<file path="src/rtl/ihdp_pkg.sv">
package ihdp_pkg;

  // one byte of the file stream
  typedef struct packed {
    logic [7:0] data_byte;
    logic       end_of_file;
  } feed_t;

  // one answer per file
  typedef struct packed {
    logic        status;
    logic [30:0] width;
    logic [30:0] height;
  } result_t;

  typedef enum logic [2:0] {
    PH_START,
    PH_PNG,
    PH_JFF,
    PH_JCODE,
    PH_LENHI,
    PH_LENLO,
    PH_SKIP,
    PH_SOF
  } phase_t;

  typedef struct packed {
    phase_t      phase;
    logic [4:0]  byte_position;
    logic [7:0]  current_marker;
    logic [15:0] segment_count;
    logic [31:0] width_accum;
    logic [31:0] height_accum;
    logic        answered;
    logic        header_match;
  } probe_state_t;

  localparam probe_state_t STATE_RESET = '{
    phase:          PH_START,
    byte_position:  5'd0,
    current_marker: 8'h00,
    segment_count:  16'h0000,
    width_accum:    32'h0,
    height_accum:   32'h0,
    answered:       1'b0,
    header_match:   1'b1
  };

  // jpeg marker codes
  localparam logic [7:0] MK_FILL = 8'hFF;
  localparam logic [7:0] MK_SOI  = 8'hD8;
  localparam logic [7:0] MK_EOI  = 8'hD9;
  localparam logic [7:0] MK_SOS  = 8'hDA;
  localparam logic [7:0] MK_TEM  = 8'h01;
  localparam logic [7:0] MK_RST0 = 8'hD0;
  localparam logic [7:0] MK_RST7 = 8'hD7;
  localparam logic [7:0] MK_SOF0 = 8'hC0;
  localparam logic [7:0] MK_SOFF = 8'hCF;
  localparam logic [7:0] MK_DHT  = 8'hC4;
  localparam logic [7:0] MK_JPG  = 8'hC8;
  localparam logic [7:0] MK_DAC  = 8'hCC;

  // png header characters
  localparam logic [7:0] PNG_SIG0 = 8'h89;
  localparam logic [7:0] CH_P = 8'h50;
  localparam logic [7:0] CH_N = 8'h4E;
  localparam logic [7:0] CH_G = 8'h47;
  localparam logic [7:0] CH_I = 8'h49;
  localparam logic [7:0] CH_H = 8'h48;
  localparam logic [7:0] CH_D = 8'h44;
  localparam logic [7:0] CH_R = 8'h52;

  localparam logic [4:0] PNG_LAST_POS = 5'd23;

  function automatic logic is_sof(input logic [7:0] m);
    is_sof = (m >= MK_SOF0) && (m <= MK_SOFF) &&
             (m != MK_DHT) && (m != MK_JPG) && (m != MK_DAC);
  endfunction

endpackage

</file>
<file path="src/rtl/ihdp_step.sv">
module ihdp_step (
  input  ihdp_pkg::probe_state_t cur,
  input  ihdp_pkg::feed_t        item,
  output ihdp_pkg::probe_state_t nxt,
  output logic                   emit,
  output ihdp_pkg::result_t      res
);
  import ihdp_pkg::*;

  logic [7:0]  b;
  logic [4:0]  p;
  logic [15:0] seg;
  logic        emit_ok;

  // dimensions come from the updated accumulators before an end-of-file clear
  logic [31:0] w_upd;
  logic [31:0] h_upd;

  assign b = item.data_byte;
  assign p = cur.byte_position;

  always_comb begin
    nxt     = cur;
    emit    = 1'b0;
    emit_ok = 1'b0;
    seg     = cur.segment_count | {8'h00, b};
    if (!cur.answered) begin
      unique case (cur.phase)
        PH_START: begin
          if (p == 5'd0) begin
            nxt.current_marker = b;
            nxt.header_match   = (b == PNG_SIG0);
            nxt.byte_position  = 5'd1;
          end else if (cur.current_marker == MK_FILL && b == MK_SOI) begin
            nxt.phase = PH_JFF;
          end else begin
            nxt.header_match  = cur.header_match && (b == CH_P);
            nxt.byte_position = 5'd2;
            nxt.phase         = PH_PNG;
          end
        end
        PH_PNG: begin
          priority if (p == 5'd2)  nxt.header_match = cur.header_match && (b == CH_N);
          else if (p == 5'd3)      nxt.header_match = cur.header_match && (b == CH_G);
          else if (p == 5'd12)     nxt.header_match = cur.header_match && (b == CH_I);
          else if (p == 5'd13)     nxt.header_match = cur.header_match && (b == CH_H);
          else if (p == 5'd14)     nxt.header_match = cur.header_match && (b == CH_D);
          else if (p == 5'd15)     nxt.header_match = cur.header_match && (b == CH_R);
          else if (p >= 5'd16 && p <= 5'd19)
            nxt.width_accum = {cur.width_accum[23:0], b};
          else if (p >= 5'd20 && p <= 5'd23)
            nxt.height_accum = {cur.height_accum[23:0], b};
          else begin
          end
          if (p >= PNG_LAST_POS) begin
            emit    = 1'b1;
            emit_ok = nxt.header_match &&
                      (nxt.width_accum != 32'h0) && !nxt.width_accum[31] &&
                      (nxt.height_accum != 32'h0) && !nxt.height_accum[31];
          end else begin
            nxt.byte_position = p + 5'd1;
          end
        end
        PH_JFF: begin
          if (b != MK_FILL) emit = 1'b1;
          else nxt.phase = PH_JCODE;
        end
        PH_JCODE: begin
          priority if (b == MK_FILL) begin
          end else if (b == MK_SOI || b == MK_TEM || (b >= MK_RST0 && b <= MK_RST7)) begin
            nxt.phase = PH_JFF;
          end else if (b == MK_EOI || b == MK_SOS) begin
            emit = 1'b1;
          end else begin
            nxt.current_marker = b;
            nxt.phase          = PH_LENHI;
          end
        end
        PH_LENHI: begin
          nxt.segment_count = {b, 8'h00};
          nxt.phase         = PH_LENLO;
        end
        PH_LENLO: begin
          nxt.segment_count = seg;
          priority if (seg < 16'd2) begin
            emit = 1'b1;
          end else if (is_sof(cur.current_marker)) begin
            if (seg < 16'd7) begin
              emit = 1'b1;
            end else begin
              nxt.byte_position = 5'd0;
              nxt.phase         = PH_SOF;
            end
          end else begin
            nxt.segment_count = seg - 16'd2;
            nxt.phase         = (seg == 16'd2) ? PH_JFF : PH_SKIP;
          end
        end
        PH_SKIP: begin
          nxt.segment_count = cur.segment_count - 16'd1;
          if (cur.segment_count == 16'd1) nxt.phase = PH_JFF;
        end
        PH_SOF: begin
          // precision byte first, then height and width, big-endian
          if (p == 5'd1 || p == 5'd2)
            nxt.height_accum = {16'h0000, cur.height_accum[7:0], b};
          else if (p >= 5'd3)
            nxt.width_accum = {16'h0000, cur.width_accum[7:0], b};
          if (p >= 5'd4) begin
            emit    = 1'b1;
            emit_ok = (nxt.width_accum != 32'h0) && (nxt.height_accum != 32'h0);
          end else begin
            nxt.byte_position = p + 5'd1;
          end
        end
      endcase
    end
    if (emit) nxt.answered = 1'b1;
    // end of file: answer bad if still open, then back to start of file
    if (item.end_of_file) begin
      if (!nxt.answered) begin
        emit    = 1'b1;
        emit_ok = 1'b0;
      end
      nxt = STATE_RESET;
    end
  end

  always_comb begin
    w_upd = cur.width_accum;
    h_upd = cur.height_accum;
    if (cur.phase == PH_PNG) begin
      if (p >= 5'd16 && p <= 5'd19) w_upd = {cur.width_accum[23:0], b};
      if (p >= 5'd20 && p <= 5'd23) h_upd = {cur.height_accum[23:0], b};
    end else if (cur.phase == PH_SOF) begin
      if (p >= 5'd3) w_upd = {16'h0000, cur.width_accum[7:0], b};
    end
  end

  always_comb begin
    res.status = !emit_ok;
    res.width  = emit_ok ? w_upd[30:0] : 31'd0;
    res.height = emit_ok ? h_upd[30:0] : 31'd0;
  end

endmodule

</file>
<file path="src/rtl/image_header_dimension_probe_core.sv">
// image header dimension probe
//
// feed channel: one file byte per transfer (data_byte, end_of_file marks the
// last byte of a file). result channel: one transfer per file carrying status
// (0 ok, 1 bad or unrecognized) and the 31-bit width and height, zero when bad.
// jpeg files (ff d8) are walked marker by marker up to the first frame header;
// everything else is checked as a png header with ihdr.
//
// throughput: one byte per cycle while no result is held stalled, set by the
// combinational state update that sits between the feed register and the result register.
// the byte that decides a result is held in the feed register, and its result
// is then registered in the result register. an answer found early stands; the
// remaining bytes of that file are consumed with no further result.
//
// reset (rst, synchronous): both registers empty, probe at start of file.
// when the result receiver stalls while a result is held, the byte in the feed register waits and
// feed_stall rises, so no byte is lost and no result is overwritten.
module image_header_dimension_probe_core (
  input  logic              clk,
  input  logic              rst,
  input  logic              feed_valid,
  output logic              feed_stall,
  input  ihdp_pkg::feed_t   feed,
  output logic              result_valid,
  input  logic              result_stall,
  output ihdp_pkg::result_t result
);
  import ihdp_pkg::*;

  // feed register
  feed_t        feed_q;
  logic         feed_full;

  // probe state per file
  probe_state_t state;
  probe_state_t state_next;

  logic         emit;
  result_t      res_next;
  logic         advance;

  // the held byte moves on once the result register can take an answer
  assign advance    = feed_full && (!result_valid || !result_stall);
  assign feed_stall = feed_full && !advance;

  ihdp_step u_step (
    .cur  (state),
    .item (feed_q),
    .nxt  (state_next),
    .emit (emit),
    .res  (res_next)
  );

  always_ff @(posedge clk) begin
    if (rst) begin
      feed_full <= 1'b0;
    end else if (feed_valid && !feed_stall) begin
      feed_full <= 1'b1;
    end else if (advance) begin
      feed_full <= 1'b0;
    end
  end

  always_ff @(posedge clk) begin
    if (feed_valid && !feed_stall) begin
      feed_q <= feed;
    end
  end

  always_ff @(posedge clk) begin
    if (rst) begin
      state <= STATE_RESET;
    end else if (advance) begin
      state <= state_next;
    end
  end

  // result register
  always_ff @(posedge clk) begin
    if (rst) begin
      result_valid <= 1'b0;
    end else if (advance && emit) begin
      result_valid <= 1'b1;
    end else if (!result_stall) begin
      result_valid <= 1'b0;
    end
  end

  always_ff @(posedge clk) begin
    if (advance && emit) begin
      result <= res_next;
    end
  end

endmodule

</file>
<file path="config.mk">
export PLATFORM = sky130hd
export DESIGN_NAME = image_header_dimension_probe_core
export DESIGN_NICKNAME = d
export VERILOG_FILES = /design/src/rtl/ihdp_pkg.sv /design/src/rtl/ihdp_step.sv /design/src/rtl/image_header_dimension_probe_core.sv
export SDC_FILE = /design/constraint.sdc
export NUM_CORES = 1
export LEC_CHECK = 0
export BUFFER_PORTS_ARGS = -buffer_cell sky130_fd_sc_hd__buf_2
export CAP_MARGIN = 10
export CORE_MARGIN = 10
export CORE_UTILIZATION = 31
export CTS_CLUSTER_DIAMETER = 200
export DETAILED_ROUTE_END_ITERATION = 8
export PLACE_DENSITY = 0.54
export SYNTH_ARGS = -nofsm -noshare
export SYNTH_HDL_FRONTEND = slang
export SYNTH_HIERARCHICAL = 1
export SYNTH_SLANG_ARGS = --single-unit
</file>
<file path="constraint.sdc">
create_clock -name clk -period 13.2 [get_ports clk]
set_input_delay 1.98 -clock clk [delete_from_list [all_inputs] [get_ports clk]]
set_output_delay 1.98 -clock clk [all_outputs]
set_load 0.02 [all_outputs]
</file>
## After elaboration in Yosys (flattened, before gate mapping)

Index checks and enable logic that the tools add are counted.

- Add/subtract/negate cells: 3
- Order comparisons: 13
- Eq/ne operators: 51
- Mux-type cells: 86
- Bitwise operators: 1
- Reduce and logical (&&, ||, !) cells: 55

Operators by type and width:

| kind | count |
|---|---|
| 64-bit two-way mux | 8 |
| 32-bit two-way mux | 10 |
| 64-bit one-hot mux with 2 select lines | 1 |
| 32-bit nonzero test | 4 |
| 98-bit two-way mux | 1 |
| 96-bit two-way mux | 1 |
| 31-bit two-way mux | 3 |
| 8-bit by 7-bit equality test with 1-bit output, second input constant | 7 |
| 8-bit equality test, second input constant | 6 |
| 8-bit two-way mux | 6 |
| 16-bit one-hot mux with 3 select lines | 1 |
| 1-bit two-way mux | 33 |
| 16-bit two-way mux | 2 |
| 8-bit != test, second input constant | 4 |
| 3-bit != test, second input constant | 9 |
| 5-bit two-way mux | 5 |
| 1-bit logical AND | 24 |
| 3-bit two-way mux | 8 |
| 5-bit by 4-bit equality test with 1-bit output, second input constant | 4 |
| 5-bit one-hot mux with 4 select lines | 1 |
| 3-bit one-hot mux with 6 select lines | 1 |
| 16-bit by 1-bit equality test with 1-bit output, second input constant | 1 |
| 16-bit by 2-bit equality test with 1-bit output, second input constant | 1 |
| 8-bit greater-or-equal comparator, second input constant | 2 |
| other kinds (40) | 66 |

- Bits in registers: 172
- Input port bits: 13
- Output and inout port bits: 65
- Word-level logic and storage cells: 224

## Longest topological paths before layout

Gate-level depths: netlist of the first run.

- Depth in word-level cells: 23
- Mapped depth: 14
- Mapped depth without buffers: 11

## Cells and area by module

The synthesis of the first run kept the hierarchy.

Modules (own cells, without submodules):

| module | times used | cells each | area an instance (um^2) | seq. area each (um^2) |
|---|---|---|---|---|
| image_header_dimension_probe_core | 1 | 509 | 6,608.8 | 4,164.0 |
| ihdp_step | 1 | 800 | 4,957.3 | 0.0 |

## Worst setup path before layout of the first run

Ideal clock, no wire load.

- Kind: input to register
- Start point: input result_stall
- End point: register result[0] in the netlist's numbering, enable pin
- Library setup time: 0.505 ns
- Arrival: 5.063 ns
- Required time: 12.695 ns
- Slack: 7.632 ns
- Stages: 1
- Buffers on the path: 0
- Path through: a21oi_1

- Word-level cells in the longest chain between the ends: 4

RTL lines:

| element | line | text |
|---|---|---|
| start, declared | image_header_dimension_probe_core.sv:25 | `input logic result_stall,` |
| 1-bit logical NOT | n/a |  |
| 1-bit logical OR | image_header_dimension_probe_core.sv:43 | `assign advance = feed_full && (!result_valid \|\| !result_stall);` |
| 1-bit logical AND | image_header_dimension_probe_core.sv:43 |  |
| 1-bit logical AND | image_header_dimension_probe_core.sv:90 | `if (advance && emit) begin` |
| end signal, assigned | image_header_dimension_probe_core.sv:91 | `result <= res_next;` |
| end, declared | image_header_dimension_probe_core.sv:26 | `output ihdp_pkg::result_t result` |

Every way passes these cells.
A chain may end at the register's enable or synchronous reset.

## Final worst setup path of the first run

- Start point: input result_stall
- End point: output feed_stall

- Word-level cells in the longest chain between the ends: 5

RTL lines:

| element | line | text |
|---|---|---|
| 1-bit logical NOT | n/a |  |
| 1-bit logical OR | image_header_dimension_probe_core.sv:43 |  |
| 1-bit logical AND | image_header_dimension_probe_core.sv:43 |  |
| 1-bit logical NOT | image_header_dimension_probe_core.sv:44 | `assign feed_stall = feed_full && !advance;` |
| 1-bit logical AND | image_header_dimension_probe_core.sv:44 |  |
| end, declared | image_header_dimension_probe_core.sv:22 | `output logic feed_stall,` |

Every way passes these cells.

==> results.toml, run 1 <==
[logic_synthesis]
synth_edf_count = 72
avgSynthCellArea_sq_um = 8.836
syn-instance-count = 1309
netlist_area_sq_mm = 0.01157
synthArstFlopShare_pct = 0
synth_top_cell_area_share_pct = 18.69
seq_area_frac_synth_pct = 36.00
synth_nets = 1330
synth_ff_type = "dfxtp_1"
synth_area_leader_cell = "edfxtp_1"
synth_cell_types = 85
synth-seq-cells = 172
yosysWarnings = 6
synth.area.top_cells = "edfxtp_1 19%, dfxtp_1 17%, mux2i_1 13%, nand2b_1 11%, nor2_2 3.3%"

[critical_path]
critical-path-slowest-cell = "buf_2"
rr_worst_depth = 8
start_kind = "input pin"
reg2reg_slack_ns = 9.25
cp-startpoint = "result_stall"
critical_path_class = "input pin to primary output"
end_kind = "primary output"
crit_arrival_ns = 2.51
r2r-start = "feed_q[7]$_DFFE_PP_"
slowest_delay_ns = 0.16
crit_required_ns = 11.22
reg2reg_to = "result[48]$_DFFE_PP_"
crit_fanout = 4
crit_top_cell = "buf_2"
worstPathCellList = "buf_2, nand3_1, inv_1, buf_2"
cp-endpoint = "feed_stall"

[grt]
antenna_found_initial = 0
grt_usage_pct = 14.08
grt-ovfl-total = 0
grt_max_degree = 104
grt_pass1_wl_um = 51980
grt_pass1_vias = 9336

[sta]
finalSetupTns_ns = 0
setup_violations = 0
relSlewSlack_pct = 27.76
slew_violations = 0
rsz0062_at_grt = "no"
worstMarginPinSlew_ns = 1.080
layout_min_cycle_time_ns = 4.489
max_freq_ghz = 0.2228
period_share_pct = 34.00
fin_skew_ns = 0.01276
finalHoldViolCount = 0

[clocking]
clkSlewWorstSetupHoldPaths_ns = 0.07
cts_max_path_buffers = 2
cts_setup_buffers = 0
clock_latency_ns = 0.44
cts_inserted_buffers = 17
cts_repair_resize_count = 0
cts_hold_buf = 0
htreeDepth = 4
cts_root_buf = "clkbuf_16"
clock_sinks = 172
cts_tree = "built"

[route]
drt_drc_violations_left = 0
drt_wl_total_um = 32100
wl_per_cell_um = 17.90
postRouteAntennaNets = 0
dr.pass1.iters = 5
num_vias = 9607
drt_iter0_drc = 773
via_per_inst = 5.355

[power]
power_mw = 1.143
powerDensity_mw_per_mm2 = 90.02
p_leak_nw = 4.535
irDropWorstVdd_v = 0.00008188

[floorplan]
coreArea_sq_mm = 0.03670
fp.dieH_um = 213.2
die_w_um = 213.2
initial_core_util_pct = 31.52
rows = 70
ios = 78
fp.dieArea_sq_mm = 0.04544

[placement]
portBuffers = 77
dp_hpwl_um = 20810
gp_congestion = 0.8658

[cells_and_area]
num_antenna_cells = 0
nFillCells = 3753
synthToLayoutAreaGrowth_pct = 9.747
drive_gt1_share_pct = 15.84
nets = 1334

[worst_hold_path]
min_from = "state[61]$_SDFFE_PP0P_"
hold_class = "register to register"
whs_path_depth = 2

[status]
status = "finished, final reports clean"

[flow_run]
maxCapViolations = 0
-- placed cells by master, fill, tap and decap left out, drive strengths merged, types with 36 or more instances in the layout --
cell type,n
nand2b,200
mux2i,151
nor2,148
dfxtp,100
nand2,94
buf,91
edfxtp,72
a21oi,67
a22oi,49
o21ai,36
-- final cells by class --
cell class	count	area (sq um)	area share (%)
clock buffers	18	429.2	3.381
clock inverters	14	132.6	1.045
repair buffers	91	493.0	3.884
flip-flops and latches	172	4164	32.80
well taps	468	585.6	4.613
multi-input cells	1007	6799	53.56
inverters	24	90.09	0.7097
-- worst max-delay path, delay by kind of cell --
kind / cells / cell delay, ns
buffers and inverters: 3 / 0.41
and+or+nand+nor: 1 / 0.12
-- worst min-delay path by stage --
stage / end / slack, ns
after detailed placement: state[64]$_SDFFE_PP0P_ / 0.51
after global routing: state[61]$_SDFFE_PP0P_ / 0.54
after CTS: state[61]$_SDFFE_PP0P_ / 0.52
after global placement: state[62]$_SDFFE_PP0P_ / 0.49
after floorplan: state[94]$_SDFFE_PP0P_ / 0.45
final: state[61]$_SDFFE_PP0P_ / 0.51
-- sequential cells by signal, summed over array words and instances (netlist names) --
signal	cells
state	98
feed_q	9
result	63
feed_full	1
result_valid	1
-- metal layers --
metal	global-route usage [%]	routed length [um]	vias up
li1	-	-	4704
met1	18.35	14860	4620
met2	23.45	15240	249
met3	2.126	1435	34
met4	4.400	562	0
met5	0	0	-
-- cell families after synthesis --
kind of cell,count (synthesis),synth area share (%)
AO/OA/AOI/OAI,252,15.26
XOR/XNOR,14,1.060
adder cells (fa/ha/maj),8,0.8655
buffers and inverters,130,5.409
flip-flops,172,36.00
multiplexers,152,13.17
AND/OR/NAND/NOR,581,28.23
-- stage by stage --
stage	worst slack, ns	instances	hold slack, ns	util [%]	area [sq um]
floorplan	7.632	1309	0.4454	-	11570
global placement	8.709	1762	0.4923	33.06	12130
detailed placement	8.700	1762	0.5064	33.06	12130
CTS	8.700	1794	0.5179	34.59	12690
global route	8.665	1794	0.5409	34.59	12690
finish	8.711	1794	0.5124	34.59	12690
-- power by group --
part,leakage [nW],internal (mW),total (mW),switching [mW]
Combinational,2.68,0.0298,0.0742,0.0444
Sequential,1.58,0.557,0.569,0.0124
Clock,0.274,0.264,0.499,0.235
Total,4.54,0.851,1.14,0.292
-- synth_stat cells, types with 7 or more instances --
master,count
a21oi_1,67
a22o_1,20
a22oi_1,49
a31oi_1,11
and3_1,7
buf_2,17
buf_4,9
buf_6,8
clkbuf_1,65
dfxtp_1,100
edfxtp_1,72
ha_1,8
inv_1,22
mux2i_1,151
nand2_1,94
nand2b_1,200
nand3_1,28
nand4_1,12
nor2_1,86
nor2_2,61
nor3_1,17
nor4_1,28
o211ai_1,9
o21ai_0,28
o21ai_1,7
o31ai_1,8
xnor2_1,7
xor2_1,7
Power figures use the tool's default switching activity.
==> inputs of run 2 (changes only) <==
- PLACE_DENSITY: 0.54 -> 0.56
- clock period: 13.2 -> 3.84 ns (I/O delays scaled with it)
==> results.toml, run 2 (synthesis gave the netlist of run 1 again) <==
[cells_and_area]
drive_gt1_share_pct = 17.70
layout_commonest_cell = "nand2b_1"
reg_top3 = "state (98), result (63), feed_q (9)"
synthToLayoutAreaGrowth_pct = 12.38
num_antenna_cells = 0
nets = 1364
regMostFlops = "state"
nFillCells = 3684
final_cell_mix = "200 x nand2b_1, 151 x mux2i_1, 100 x dfxtp_1"
largest_reg_flops = 98

[critical_path]
critical_path_class = "register to register"
cp_num_buf_inv = 1
end_kind = "register"
reg2reg_slack_ns = 0.51
worstPathCellList = "ha_1, a21oi_1, o21ba_1, or3_1, o21ai_0, a311oi_1, a21oi_1, nand2_1, a21oi_4, buf_12"
crit_arrival_ns = 3.47
crit_fanout = 22
crit_top_cell = "a21oi_1"
slowest_delay_ns = 0.50
critical-path-slowest-cell = "dfxtp_1"
start_kind = "register"
crit_required_ns = 3.98
cp_top_family = "compound AO/OA/AOI/OAI gates"

[status]
status = "finished, final reports clean"

[route]
drt_drc_violations_left = 0
dr.pass1.iters = 7
drt_iter0_drc = 888
wl_per_cell_um = 18.02
num_vias = 9820
via_per_inst = 5.384
postRouteAntennaNets = 0
drt_wl_total_um = 32860

[clocking]
clock_latency_ns = 0.44
cts_max_path_buffers = 2
cts_inserted_buffers = 17
cts_tree = "built"
htreeDepth = 4
cts_root_buf = "clkbuf_16"
cts_hold_buf = 0
cts_repair_resize_count = 0
cts_setup_buffers = 0
clock_sinks = 172
clkSlewWorstSetupHoldPaths_ns = 0.08

[grt]
grt_max_degree = 199
grt_usage_pct = 14.46
grt_pass1_vias = 9370
grt_pass1_wl_um = 53140
antenna_found_initial = 0
grt-ovfl-total = 0

[sta]
timing.hold.ws_ns = 0.3004
slew_violations = 0
rsz0062_at_grt = "no"
layout_min_cycle_time_ns = 3.327
worstMarginPinSlew_ns = 1.185
finalHoldViolCount = 0
finalSetupTns_ns = 0
setup_violations = 0
fin_skew_ns = 0.01852
relSlewSlack_pct = 21.02
period_share_pct = 86.65
max_freq_ghz = 0.3005

[power]
p_leak_nw = 4.711
powerDensity_mw_per_mm2 = 304.3
irDropWorstVdd_v = 0.0001979

[floorplan]
ios = 78
rows = 70
fp.dieH_um = 213.2
coreArea_sq_mm = 0.03670
initial_core_util_pct = 31.52
die_w_um = 213.2
fp.dieArea_sq_mm = 0.04544

[placement]
dp_hpwl_um = 22050
portBuffers = 77
gp_congestion = 0.9292

[worst_hold_path]
hold_class = "input pin to register"

[flow_run]
maxCapViolations = 0
==> run 2: changes by cell type in the layout (fill, tap and decap cells not counted), sizes merged <==
cell,previous run,this run
inv,30,27
clkbuf,18,19
buf,91,121
clkinvlp,2,3
clkinv,5,6
==> run 2: final timing paths <==
check | start | endpoint | cells past startpoint
max | state[91]$_SDFFE_PP0P_ | result[48]$_DFFE_PP_ | 10
min | feed[1] | feed_q[1]$_DFFE_PP_ | 1
max reg2reg | state[91]$_SDFFE_PP0P_ | result[48]$_DFFE_PP_ | 10
min reg2reg | state[62]$_SDFFE_PP0P_ | state[62]$_SDFFE_PP0P_ | 2
==> run 2: power breakdown <==
part / internal [mW] / leakage [nW] / switching (mW)
combinational: 0.116 / 2.86 / 0.174
clock: 0.926 / 0.274 / 0.801
sequential: 1.91 / 1.58 / 0.0238
total: 2.96 / 4.71 / 0.999
==> run 2: final cells by class <==
class                           instances  area [sq um]  share of cell area [%]
Clock inverter                         13         135.1                   1.040
Sequential cell                       172          4164                   32.04
Inverter                               24         90.09                  0.6931
Multi-Input combinational cell       1007          6799                   52.31
Tap cell                              468         585.6                   4.505
Timing Repair Buffer                  121         780.7                   6.007
Clock buffer                           19         442.9                   3.408
==> run 2: routing by layer <==
metal | wire (um) | up-vias | global-route usage (%)
li1 | - | 4760 | -
met1 | 14920 | 4700 | 19.17
met2 | 15580 | 308 | 23.52
met3 | 1668 | 52 | 2.302
met4 | 697 | 0 | 4.644
met5 | 0 | - | 0
==> run 2: per-stage QoR <==
stage / area [sq um] / std cells / util, % / power [mW] / setup WS (ns)
finish: 13000 / 1824 / 35.42 / 3.955 / 0.5126
global route: 13000 / 1824 / 35.42 / 4.089 / 0.3069
CTS: 13000 / 1824 / 35.42 / 3.995 / 0.4876
detailed placement: 12420 / 1792 / 33.84 / 2.269 / 0.5053
global placement: 12420 / 1792 / 33.84 / 2.267 / 0.5614
floorplan: 11580 / 1309 / - / 2.185 / 0.5218
